$ cat src/sv/tcld_pkg.sv
// ---------------------------------------------------------------------------
// tcld_pkg: shared definitions for the text command line decoder
// Command codes, character codes, keyword tables and per-byte line-state
// update functions.
// ---------------------------------------------------------------------------
package tcld_pkg;

    localparam int LINE_BUFFER_SIZE = 64;
    localparam logic [7:0] LEN_LIMIT = 8'(LINE_BUFFER_SIZE - 1);

    // Command codes
    localparam logic [3:0] CODE_PING          = 4'd0;
    localparam logic [3:0] CODE_STATUS        = 4'd1;
    localparam logic [3:0] CODE_STOP          = 4'd2;
    localparam logic [3:0] CODE_DEMO_BEGIN    = 4'd3;
    localparam logic [3:0] CODE_DEMO_CLOSE    = 4'd4;
    localparam logic [3:0] CODE_THINK         = 4'd5;
    localparam logic [3:0] CODE_MOVE          = 4'd6;
    localparam logic [3:0] CODE_MOVE_HESITATE = 4'd7;
    localparam logic [3:0] CODE_ROTATE        = 4'd8;
    localparam logic [3:0] CODE_INVALID       = 4'd9;

    // Keyword indexes in the candidate mask
    localparam int NUM_KW    = 8;
    localparam int NUM_BARE  = 6;
    localparam int KW_MOVE   = 6;
    localparam int KW_ROTATE = 7;

    // Character codes
    localparam logic [7:0] CH_NUL   = 8'h00;
    localparam logic [7:0] CH_TAB   = 8'h09;
    localparam logic [7:0] CH_LF    = 8'h0A;
    localparam logic [7:0] CH_CR    = 8'h0D;
    localparam logic [7:0] CH_SPACE = 8'h20;

    localparam logic [3:0] POS_MAX   = 4'd15;
    localparam logic [2:0] COUNT_MAX = 3'd4;

    // Keyword text, right-justified in 80 bits (first character highest)
    localparam logic [79:0] KW_TEXT [NUM_KW] = '{
        80'("PING"), 80'("STATUS"), 80'("STOP"), 80'("DEMO_START"),
        80'("DEMO_END"), 80'("THINK"), 80'("MOVE"), 80'("ROTATE")
    };
    localparam logic [3:0] KW_LEN [NUM_KW] = '{
        4'd4, 4'd6, 4'd4, 4'd10, 4'd8, 4'd5, 4'd4, 4'd6
    };
    localparam logic [63:0] HES_TEXT = "HESITATE";

    typedef struct packed {
        logic [7:0] len;
        logic       ovf;
        logic       ended;
        logic [2:0] cnt;
        logic       in_tok;
        logic [3:0] pos;
        logic [7:0] kw;
        logic [4:0] arg;   // [0] RL, [1] FB, [2] face letter, [4:3] face
        logic       hes;
    } line_state_t;

    localparam line_state_t LINE_CLEAR = '{
        len: 8'd0, ovf: 1'b0, ended: 1'b0, cnt: 3'd0, in_tok: 1'b0,
        pos: 4'd0, kw: 8'hFF, arg: 5'd0, hes: 1'b0
    };

    // Character p of keyword k; zero past the keyword's end
    function automatic logic [7:0] kw_char(input int k, input logic [3:0] p);
        logic [3:0]  idx;
        logic [79:0] t;
        idx = KW_LEN[k] - 4'd1 - p;
        t   = KW_TEXT[k] >> {idx, 3'b000};
        return (p < KW_LEN[k]) ? t[7:0] : 8'h00;
    endfunction

    // Character p of HESITATE; zero past its end
    function automatic logic [7:0] hes_char(input logic [3:0] p);
        logic [2:0]  idx;
        logic [63:0] t;
        idx = 3'd7 - p[2:0];
        t   = HES_TEXT >> {idx, 3'b000};
        return p[3] ? 8'h00 : t[7:0];
    endfunction

    // Close the current token and drop candidates of the wrong length
    function automatic line_state_t finish_token(input line_state_t s);
        line_state_t r;
        r = s;
        if (s.in_tok) begin
            r.in_tok = 1'b0;
            if (s.cnt == 3'd1) begin
                for (int k = 0; k < NUM_KW; k++) begin
                    if (s.pos != KW_LEN[k]) begin
                        r.kw[k] = 1'b0;
                    end
                end
            end else if (s.cnt == 3'd2) begin
                if (s.pos != 4'd2) begin
                    r.arg[1:0] = 2'b00;
                end
                if (s.pos != 4'd1) begin
                    r.arg[2] = 1'b0;
                end
            end else if (s.cnt == 3'd3) begin
                if (s.pos != 4'd8) begin
                    r.hes = 1'b0;
                end
            end
        end
        return r;
    endfunction

    // Advance the matchers by one token character
    function automatic line_state_t token_char(input line_state_t s, input logic [7:0] c);
        line_state_t r;
        logic [3:0]  p;
        r = s;
        if (!s.in_tok) begin
            r.in_tok = 1'b1;
            r.pos    = 4'd0;
            if (s.cnt < COUNT_MAX) begin
                r.cnt = s.cnt + 3'd1;
            end
            if (r.cnt == 3'd2) begin
                r.arg = 5'b00111;
            end else if (r.cnt == 3'd3) begin
                r.hes = 1'b1;
            end
        end
        p = r.pos;
        if (r.cnt == 3'd1) begin
            for (int k = 0; k < NUM_KW; k++) begin
                if (p >= KW_LEN[k] || kw_char(k, p) != c) begin
                    r.kw[k] = 1'b0;
                end
            end
        end else if (r.cnt == 3'd2) begin
            if (p >= 4'd2 || c != ((p == 4'd0) ? "R" : "L")) begin
                r.arg[0] = 1'b0;
            end
            if (p >= 4'd2 || c != ((p == 4'd0) ? "F" : "B")) begin
                r.arg[1] = 1'b0;
            end
            if (p == 4'd0) begin
                case (c)
                    "R":     r.arg[4:3] = 2'd0;
                    "L":     r.arg[4:3] = 2'd1;
                    "F":     r.arg[4:3] = 2'd2;
                    "B":     r.arg[4:3] = 2'd3;
                    default: r.arg[2]   = 1'b0;
                endcase
            end else begin
                r.arg[2] = 1'b0;
            end
        end else if (r.cnt == 3'd3) begin
            if (p >= 4'd8 || hes_char(p) != c) begin
                r.hes = 1'b0;
            end
        end
        if (r.pos < POS_MAX) begin
            r.pos = r.pos + 4'd1;
        end
        return r;
    endfunction

endpackage

$ cat src/sv/text_command_line_decoder_core.sv
// ---------------------------------------------------------------------------
// text_command_line_decoder_core: streaming text command line decoder
// Decodes newline-terminated command lines one byte per cycle unless stalled.
// ---------------------------------------------------------------------------
// Feed one received byte per request on the input channel. The block matches
// keywords and arguments on the fly with no line buffer and, on each newline
// that ends a line with a token (or an overflowed line), emits one result
// holding the command code, the face for MOVE codes and the axis for ROTATE.
// Carriage returns are ignored; spaces and tabs split tokens; a zero byte
// ends the line's decodable content. A line with more than LINE_BUFFER_SIZE-1
// counted bytes reports invalid. The block takes one byte per cycle back to
// back; a byte is held in the input register and its result is loaded into
// the result register. The only thing that holds input is a full result
// register whose request is stalled downstream.
module text_command_line_decoder_core (
    input  logic       clk,
    input  logic       rst_n,
    input  logic       in_valid,
    output logic       in_stall,
    input  logic [7:0] rx_byte,
    output logic       out_valid,
    input  logic       out_stall,
    output logic [3:0] command_code,
    output logic [1:0] face,
    output logic       axis
);
    import tcld_pkg::*;

    // Input register
    logic        in_valid_reg;
    logic [7:0]  byte_reg;

    // Line state carried from byte to byte
    line_state_t line_reg, line_next;

    // Result register
    logic        out_valid_reg, out_valid_next;
    logic [3:0]  code_reg;
    logic [1:0]  face_reg;
    logic        axis_reg;

    logic        slot_free;
    logic        advance;
    logic        res_valid;
    logic [3:0]  res_code;
    logic [1:0]  res_face;
    logic        res_axis;
    line_state_t fin;

    // The result register frees up when empty or when its request leaves
    assign slot_free = !out_valid_reg || !out_stall;
    assign advance   = in_valid_reg && slot_free;
    assign in_stall  = in_valid_reg && !slot_free;

    // Per-byte decode: update the line state and form the result on newline
    always_comb
    begin
        line_next = line_reg;
        res_valid = 1'b0;
        res_code  = CODE_INVALID;
        res_face  = 2'd0;
        res_axis  = 1'b0;
        fin       = finish_token(line_reg);

        if (byte_reg == CH_LF) begin
            if (line_reg.ovf) begin
                res_valid = 1'b1;
            end else if (fin.cnt != 3'd0) begin
                res_valid = 1'b1;
                // Bare keyword: lowest surviving candidate wins
                if (fin.cnt == 3'd1) begin
                    for (int k = NUM_BARE - 1; k >= 0; k--) begin
                        if (fin.kw[k]) begin
                            res_code = 4'(k);
                        end
                    end
                end
                if (res_code == CODE_INVALID && fin.kw[KW_MOVE] && fin.arg[2]) begin
                    if (fin.cnt == 3'd2) begin
                        res_code = CODE_MOVE;
                        res_face = fin.arg[4:3];
                    end else if (fin.cnt == 3'd3 && fin.hes) begin
                        res_code = CODE_MOVE_HESITATE;
                        res_face = fin.arg[4:3];
                    end
                end
                if (res_code == CODE_INVALID && fin.kw[KW_ROTATE] && fin.cnt == 3'd2
                    && fin.arg[1:0] != 2'b00) begin
                    res_code = CODE_ROTATE;
                    res_axis = !fin.arg[0];
                end
            end
            // Start a fresh line
            line_next = LINE_CLEAR;
        end else if (byte_reg == CH_CR || line_reg.ovf) begin
            // Drop carriage returns and everything past an overflow
            line_next = line_reg;
        end else if (line_reg.len >= LEN_LIMIT) begin
            line_next.ovf = 1'b1;
        end else begin
            line_next.len = line_reg.len + 8'd1;
            if (!line_reg.ended) begin
                if (byte_reg == CH_NUL) begin
                    line_next       = fin;
                    line_next.len   = line_reg.len + 8'd1;
                    line_next.ended = 1'b1;
                end else if (byte_reg inside {CH_SPACE, CH_TAB}) begin
                    line_next     = fin;
                    line_next.len = line_reg.len + 8'd1;
                end else begin
                    line_next     = token_char(line_reg, byte_reg);
                    line_next.len = line_reg.len + 8'd1;
                end
            end
        end
    end

    always_comb
    begin
        out_valid_next = out_valid_reg;
        if (slot_free) begin
            out_valid_next = advance && res_valid;
        end
    end

    // Control registers
    always_ff @(posedge clk or negedge rst_n)
    begin
        if (!rst_n) begin
            in_valid_reg  <= 1'b0;
            out_valid_reg <= 1'b0;
            line_reg      <= LINE_CLEAR;
        end else begin
            out_valid_reg <= out_valid_next;
            if (in_valid && !in_stall) begin
                in_valid_reg <= 1'b1;
            end else if (advance) begin
                in_valid_reg <= 1'b0;
            end
            if (advance) begin
                line_reg <= line_next;
            end
        end
    end

    // Payload registers: hold while not loaded
    always_ff @(posedge clk)
    begin
        if (in_valid && !in_stall) begin
            byte_reg <= rx_byte;
        end
        if (advance && res_valid) begin
            code_reg <= res_code;
            face_reg <= res_face;
            axis_reg <= res_axis;
        end
    end

    assign out_valid    = out_valid_reg;
    assign command_code = code_reg;
    assign face         = face_reg;
    assign axis         = axis_reg;

endmodule

$ cat config.mk
export PLATFORM = sky130hd
export DESIGN_NAME = text_command_line_decoder_core
export DESIGN_NICKNAME = d
export VERILOG_FILES = /design/src/sv/tcld_pkg.sv /design/src/sv/text_command_line_decoder_core.sv
export SDC_FILE = /design/constraint.sdc
export NUM_CORES = 1
export LEC_CHECK = 0
export BUFFER_PORTS_ARGS = -buffer_cell sky130_fd_sc_hd__buf_4
export CAP_MARGIN = 20
export CORE_ASPECT_RATIO = 2
export CORE_MARGIN = 3
export CORE_UTILIZATION = 55
export DETAILED_ROUTE_END_ITERATION = 8
export PLACE_DENSITY = 0.73
export SYNTH_ARGS = -nofsm -noshare
export SYNTH_HDL_FRONTEND = slang
export SYNTH_SLANG_ARGS = --single-unit
$ cat constraint.sdc
create_clock -name clk -period 4.4 [get_ports clk]
set_clock_uncertainty 0.1 [all_clocks]
set_input_delay 0.66 -clock clk [delete_from_list [all_inputs] [get_ports clk]]
set_output_delay 0.66 -clock clk [all_outputs]
set_load 0.03 [all_outputs]
Word level (Yosys, flattened, before mapping)
Cells that the tools add are included.

Memory bits (read-only): 0. Latch bits: 0. Bits in registers: 49. Memories: 0. Memory bits (writable): 0.

Equal/unequal tests: 41. Shift operators: 9. Muxes and demuxes: 101. Multipliers: 0. Bitwise operators: 4. Reductions and logical operators: 61. Magnitude comparators: 14. Div/mod/pow operators: 0. Add/sub/neg operators: 9.

Operator list (number): $mux 8 (20); $shr 47x7->8 const A (2); $shr 31x7->8 const A (3); $shr 79x7->8 const A (1); $mux 4 (19); $ne 8x8->1 (9); $mux 23 (3); $mux 32 (2); $shr 63x6->8 const A (1); $shr 63x7->8 const A (1); $reduce_and 6->1 (9); $shr 39x7->8 const A (1); $mux 1 (36); $reduce_bool 4->1 (9); $eq 8x7->1 const B (4); $mux 3 (10); $eq 8x4->1 const B (3); $mux 22 (1); $eq 3x2->1 const B (6); $ne 8x7->1 (2); $reduce_or 4->1 (4); $mux 5 (3); $logic_or 1x1->1 (13); $ge 4x3->1 const B (3); other kinds (35) (74).

Depth between registers and ports, before layout
Word-level depth: 31. Mapped depth: 13. Mapped depth without buffers: 11.

Worst setup path before layout
No wires, ideal clock.

Path kind: register to register. Start: register line_reg (netlist bit fin[16]). End: register line_reg[11] in the netlist's numbering. Data required time: 4.215 ns. Path buffers: 2. Clock period less this slack: 3.001 ns. Data arrival time: 2.816 ns. Setup time: 0.085 ns. Slack: 1.399 ns. Cell stages (with the launch flop): 13. Cell sequence: dfrtp_1 -> buf_2 -> buf_2 -> nand2_1 -> inv_1 -> ha_1 -> nand2b_1 -> and4b_1 -> o41a_1 -> or4_1 -> nand3_1 -> a31oi_1 -> mux2_1.

Longest elaborated chain between the ends: 14. Elaborated cells between the ends (all ways): 26.

RTL lines: start, declared (RTL line text_command_line_decoder_core.sv:34) `line_state_t line_reg, line_next;`; start signal, assigned (RTL line text_command_line_decoder_core.sv:141) `line_reg <= line_next;`; $mux 8 (RTL line tcld_pkg.sv:117) `if (!s.in_tok) begin`; $mux 8 (RTL line text_command_line_decoder_core.sv:107) `end else if (byte_reg inside {CH_SPACE, CH_TAB}) begin`; $mux 8 (RTL line text_command_line_decoder_core.sv:103) `if (byte_reg == CH_NUL) begin`; $mux 8 (RTL line text_command_line_decoder_core.sv:102) `if (!line_reg.ended) begin`; $mux 8 (RTL line text_command_line_decoder_core.sv:98) `end else if (line_reg.len >= LEN_LIMIT) begin`; $mux 8 (RTL line text_command_line_decoder_core.sv:95) `end else if (byte_reg == CH_CR || line_reg.ovf) begin`; $mux 8 (RTL line text_command_line_decoder_core.sv:65) `if (byte_reg == CH_LF) begin`; $sub 3x4->4 (RTL line tcld_pkg.sv:70) `idx = KW_LEN[k] - 4'd1 - p;`; $shr 39x7->8 (RTL line tcld_pkg.sv:71) `t = KW_TEXT[k] >> {idx, 3'b000};`; $mux 8 (RTL line tcld_pkg.sv:72) `return (p < KW_LEN[k]) ? t[7:0] : 8'h00;`; $ne 8x8->1 (RTL line tcld_pkg.sv:132) `if (p >= KW_LEN[k] || kw_char(k, p) != c) begin`; $logic_or 1x1->1 (RTL line tcld_pkg.sv:132); $reduce_bool 4->1 (no source line); $reduce_and 6->1 (no source line).

Parallel ways exist; a longest one is shown, timed or not. The select of a mux whose other input is x is not followed. A chain may end at the register's enable or synchronous reset.

Worst setup path in the final report
Start: register line_reg (netlist bit fin[15]). End: register line_reg[7] in the netlist's numbering.

Longest elaborated chain between the ends: 14. Elaborated cells between the ends (all ways): 26.

RTL lines (RTL line): $mux 8 (tcld_pkg.sv:117); $mux 8 (text_command_line_decoder_core.sv:107); $mux 8 (text_command_line_decoder_core.sv:103); $mux 8 (text_command_line_decoder_core.sv:102); $mux 8 (text_command_line_decoder_core.sv:98); $mux 8 (text_command_line_decoder_core.sv:95); $mux 8 (text_command_line_decoder_core.sv:65); $sub 3x4->4 (tcld_pkg.sv:70); $shr 47x7->8 (tcld_pkg.sv:71); $mux 8 (tcld_pkg.sv:72); $ne 8x8->1 (tcld_pkg.sv:132); $logic_or 1x1->1 (tcld_pkg.sv:132); $reduce_bool 4->1 (no source line); $reduce_and 6->1 (no source line).

Parallel ways exist; a longest one is shown, timed or not. The select of a mux whose other input is x is not followed.

==> metrics.yaml <==
run_status:
  status: "finished, final reports clean"
die:
  dieArea_um2: 9214
  fp.dieH_um: 132.8
  num_io_pins: 21
  design.core.area_um2: 7714
  fp.dieW_um: 69.39
  rows: 45
  initial_core_util_pct: 57.31
setup_path:
  cp-startpoint: "fin[15]"
  worst_setup_path_end_kind: "flop"
  r2r_setup_slack_ns: 0.80
  cp.required_ns: 4.53
  reg2reg_depth: 9
  worstPathArrival_ns: 3.72
  crit-reg2reg-launch: "fin[15]"
  path_class: "flop to flop"
  start_kind: "flop"
  endpoint: "line_reg[7]"
  r2r_end: "line_reg[7]"
  path_max_fanout: 18
synthesis:
  yosysMostFrequentCell: "o21ai_0"
  netlist_top_cells_count: "o21ai_0 (49), nand2_1 (47), nor2_1 (45)"
  synth_edf_count: 15
  ys_async_sr_fraction_pct: 69.39
  synth.avg_cell_area_um2: 8.294
  yosysTopAreaCellShare_pct: 14.72
  ys_seq_area_share_pct: 29.66
  syn_area_um2: 4420
  synthTopCellsByArea: "dfrtp_1 (15%), edfxtp_1 (10%), ha_1 (7.4%)"
  synth_cell_types: 81
  ys_ff_latch: 49
  synth_largest_area_cell: "dfrtp_1"
  synthesis.nets: 571
  synth_flop_cell: "dfrtp_1"
  synth_cells: 533
  yosys_warnings: 0
route:
  vias: 4226
  vias_per_cell: 6.697
  dr.pass1.iters: 5
  drc: 0
  drtAntennaViolNets: 0
  drtIter0Drc: 287
  finalWirelength_mm: 12.97
  wl_per_cell_um: 20.55
finish:
  areaGrowthSynthToFinish_pct: 7.161
  regArea_um2: 1311
  drive_above_1_share_pct: 11.36
  num_antenna_cells: 0
  finalNonFillerCells: 631
  final_core_util_pct: 61.41
  nNetsFinal: 574
  largest_register_ffs: 19
  fillers: 685
  multi_input_area_um2: 2877
global_routing:
  grt_usage_pct: 28.78
  grt_pass1_vias: 4196
  grt_pass1_wl_mm: 21.33
  overflow: 0
  antenna_found_initial: 0
  grt_max_degree: 35
cts:
  h-tree-depth: 2
  cts_resized: 0
  clockBufferDepth: 2
  cts-buffers-inserted: 5
  cts.sinks: 49
  clk_pin_slew_ns: 0.08
  clk_latency_ns: 0.30
  postCtsHoldBufs: 0
  clock-root-buffer: "clkbuf_16"
  cts_tree: "built"
  post_cts_buffers: 0
power_and_ir_drop:
  seq_power_share_pct: 33.6
  power_frac_comb_pct: 47.0
  peakVddDrop_uv: 219.2
  p_leak_nw: 1.968
  p_switching_uw: 951.8
  p_sw_share_pct: 44.89
  power_density_nw_per_um2: 447.6
  p_int_mw: 1.168
  clock_power_share_pct: 19.4
sta:
  max_freq_ghz: 0.2780
  setup_viol: 0
  tightest_slew_ns: 1.075
  hold_violations: 0
  finalWorstSetupSlack_ns: 0.8034
  relSlewSlack_pct: 28.35
  rsz0062_at_grt: "no"
  tns_ns: 0
  period_needed_ns: 3.597
  holdWs_ns: 0.2026
  maxSlewViolCount: 0
  timing.final.crit_share_pct: 81.74
placed_design:
  place_inst: 623
  hpwlAfterDp_mm: 9.665
  port_buffers: 20
  gp_congestion: 0.9567
  post-place-ws_ns: 0.8751
job:
  maxCapViolations: 0
worst_hold_path:
  worstHoldPathType: "primary input to asynchronous set/reset pin"
[worst max-delay path: stages, from the launching register on]
cell       delay [ns]
dfrtp_1          0.77
nand2_2          0.38
ha_1             0.68
inv_1            0.16
o21ai_0          0.34
nor4b_1          0.26
a31oi_1          0.08
a2bb2oi_1        0.18
o41ai_2          0.23
mux2_1           0.35
[how the worst min path moves through the flow]
stage / startpoint / to / slack, ns / cells past startpoint
2_1_floorplan: rst_n / fin[14] / 0.26 / 0
3_3_place_gp: line_reg[10] / line_reg[10] / 0.37 / 2
3_5_place_dp: fin[30] / fin[30] / 0.38 / 1
4_1_cts: rst_n / fin[20] / 0.23 / 1
5_1_grt: rst_n / fin[17] / 0.25 / 1
6_report: rst_n / fin[20] / 0.20 / 1
[power by group through the flow]
| stage | Clock, mW | Sequential (mW) | Combinational (mW) |
|---|---|---|---|
| final | 0.412 | 0.712 | 0.997 |
| after global routing | 0.428 | 0.724 | 1.11 |
| after CTS | 0.410 | 0.703 | 0.983 |
| after detailed placement | 0 | 0.711 | 0.980 |
| after global placement | 0 | 0.711 | 0.960 |
| after floorplan | 0 | 0.601 | 0.849 |
[area by class of cell]
| cell class | instances | share of cell area [%] |
|---|---|---|
| Clock inverter | 3 | 0.5283 |
| Clock buffer | 5 | 2.641 |
| Tap cell | 94 | 2.483 |
| Inverter | 25 | 1.981 |
| Sequential cell | 49 | 27.68 |
| Timing Repair Buffer | 25 | 3.962 |
| Multi-Input combinational cell | 430 | 60.72 |
[stage by stage]
stage / power [mW] / cell area (µm²)
after floorplan: 1.450 / 4420
after CTS: 2.096 / 4737
final: 2.120 / 4737
after global routing: 2.257 / 4737
after detailed placement: 1.691 / 4587
after global placement: 1.671 / 4587
[kinds of logic (layout without fill, tap and decap cells)]
logic type	Yosys count	after routing	synth area share, %
muxes	10	10	2.378
DFF	49	49	29.66
adders and majority gates	26	26	7.359
AOI/OAI and AO/OA	158	158	23.95
xor gates and xnor gates	33	33	6.538
and+or+nand+nor	203	203	24.85
buffers and inverters	54	58	5.265
[cell usage in the layout (no fill, tap or decap), drive strengths merged, types with 4 or more instances in the layout]
cell type  netlist  final
nand2b           9      9
edfxtp          15     15
mux2             4      4
inv             25     27
and2             6      6
nand2           49     49
a21o            10     10
xor2             9      9
xnor2           24     24
buf             19     25
nand3           17     17
nor2b           12     12
dfrtp           26     26
nor2            45     45
mux2i            6      6
nand4            8      8
a211oi           4      4
a21oi           27     27
ha              26     26
o32ai            5      5
nor3            13     13
nor4bb           5      5
o41ai            5      5
a31oi           15     15
nor4             7      7
or3              5      5
a32o             4      4
and3             8      8
o21ai           54     54
dfstp            8      8
nor4b            4      4
clkbuf          10      5
[per-layer routing]
layer / up-vias / track usage, % / routed length (µm)
met4: 0 / 25.33 / 1269
met3: 81 / 3.878 / 669
met2: 181 / 48.35 / 6407
met5: - / 0 / 0
met1: 1996 / 30.83 / 4618
li1: 1968 / - / -
(Power assumes the default switching activity.)
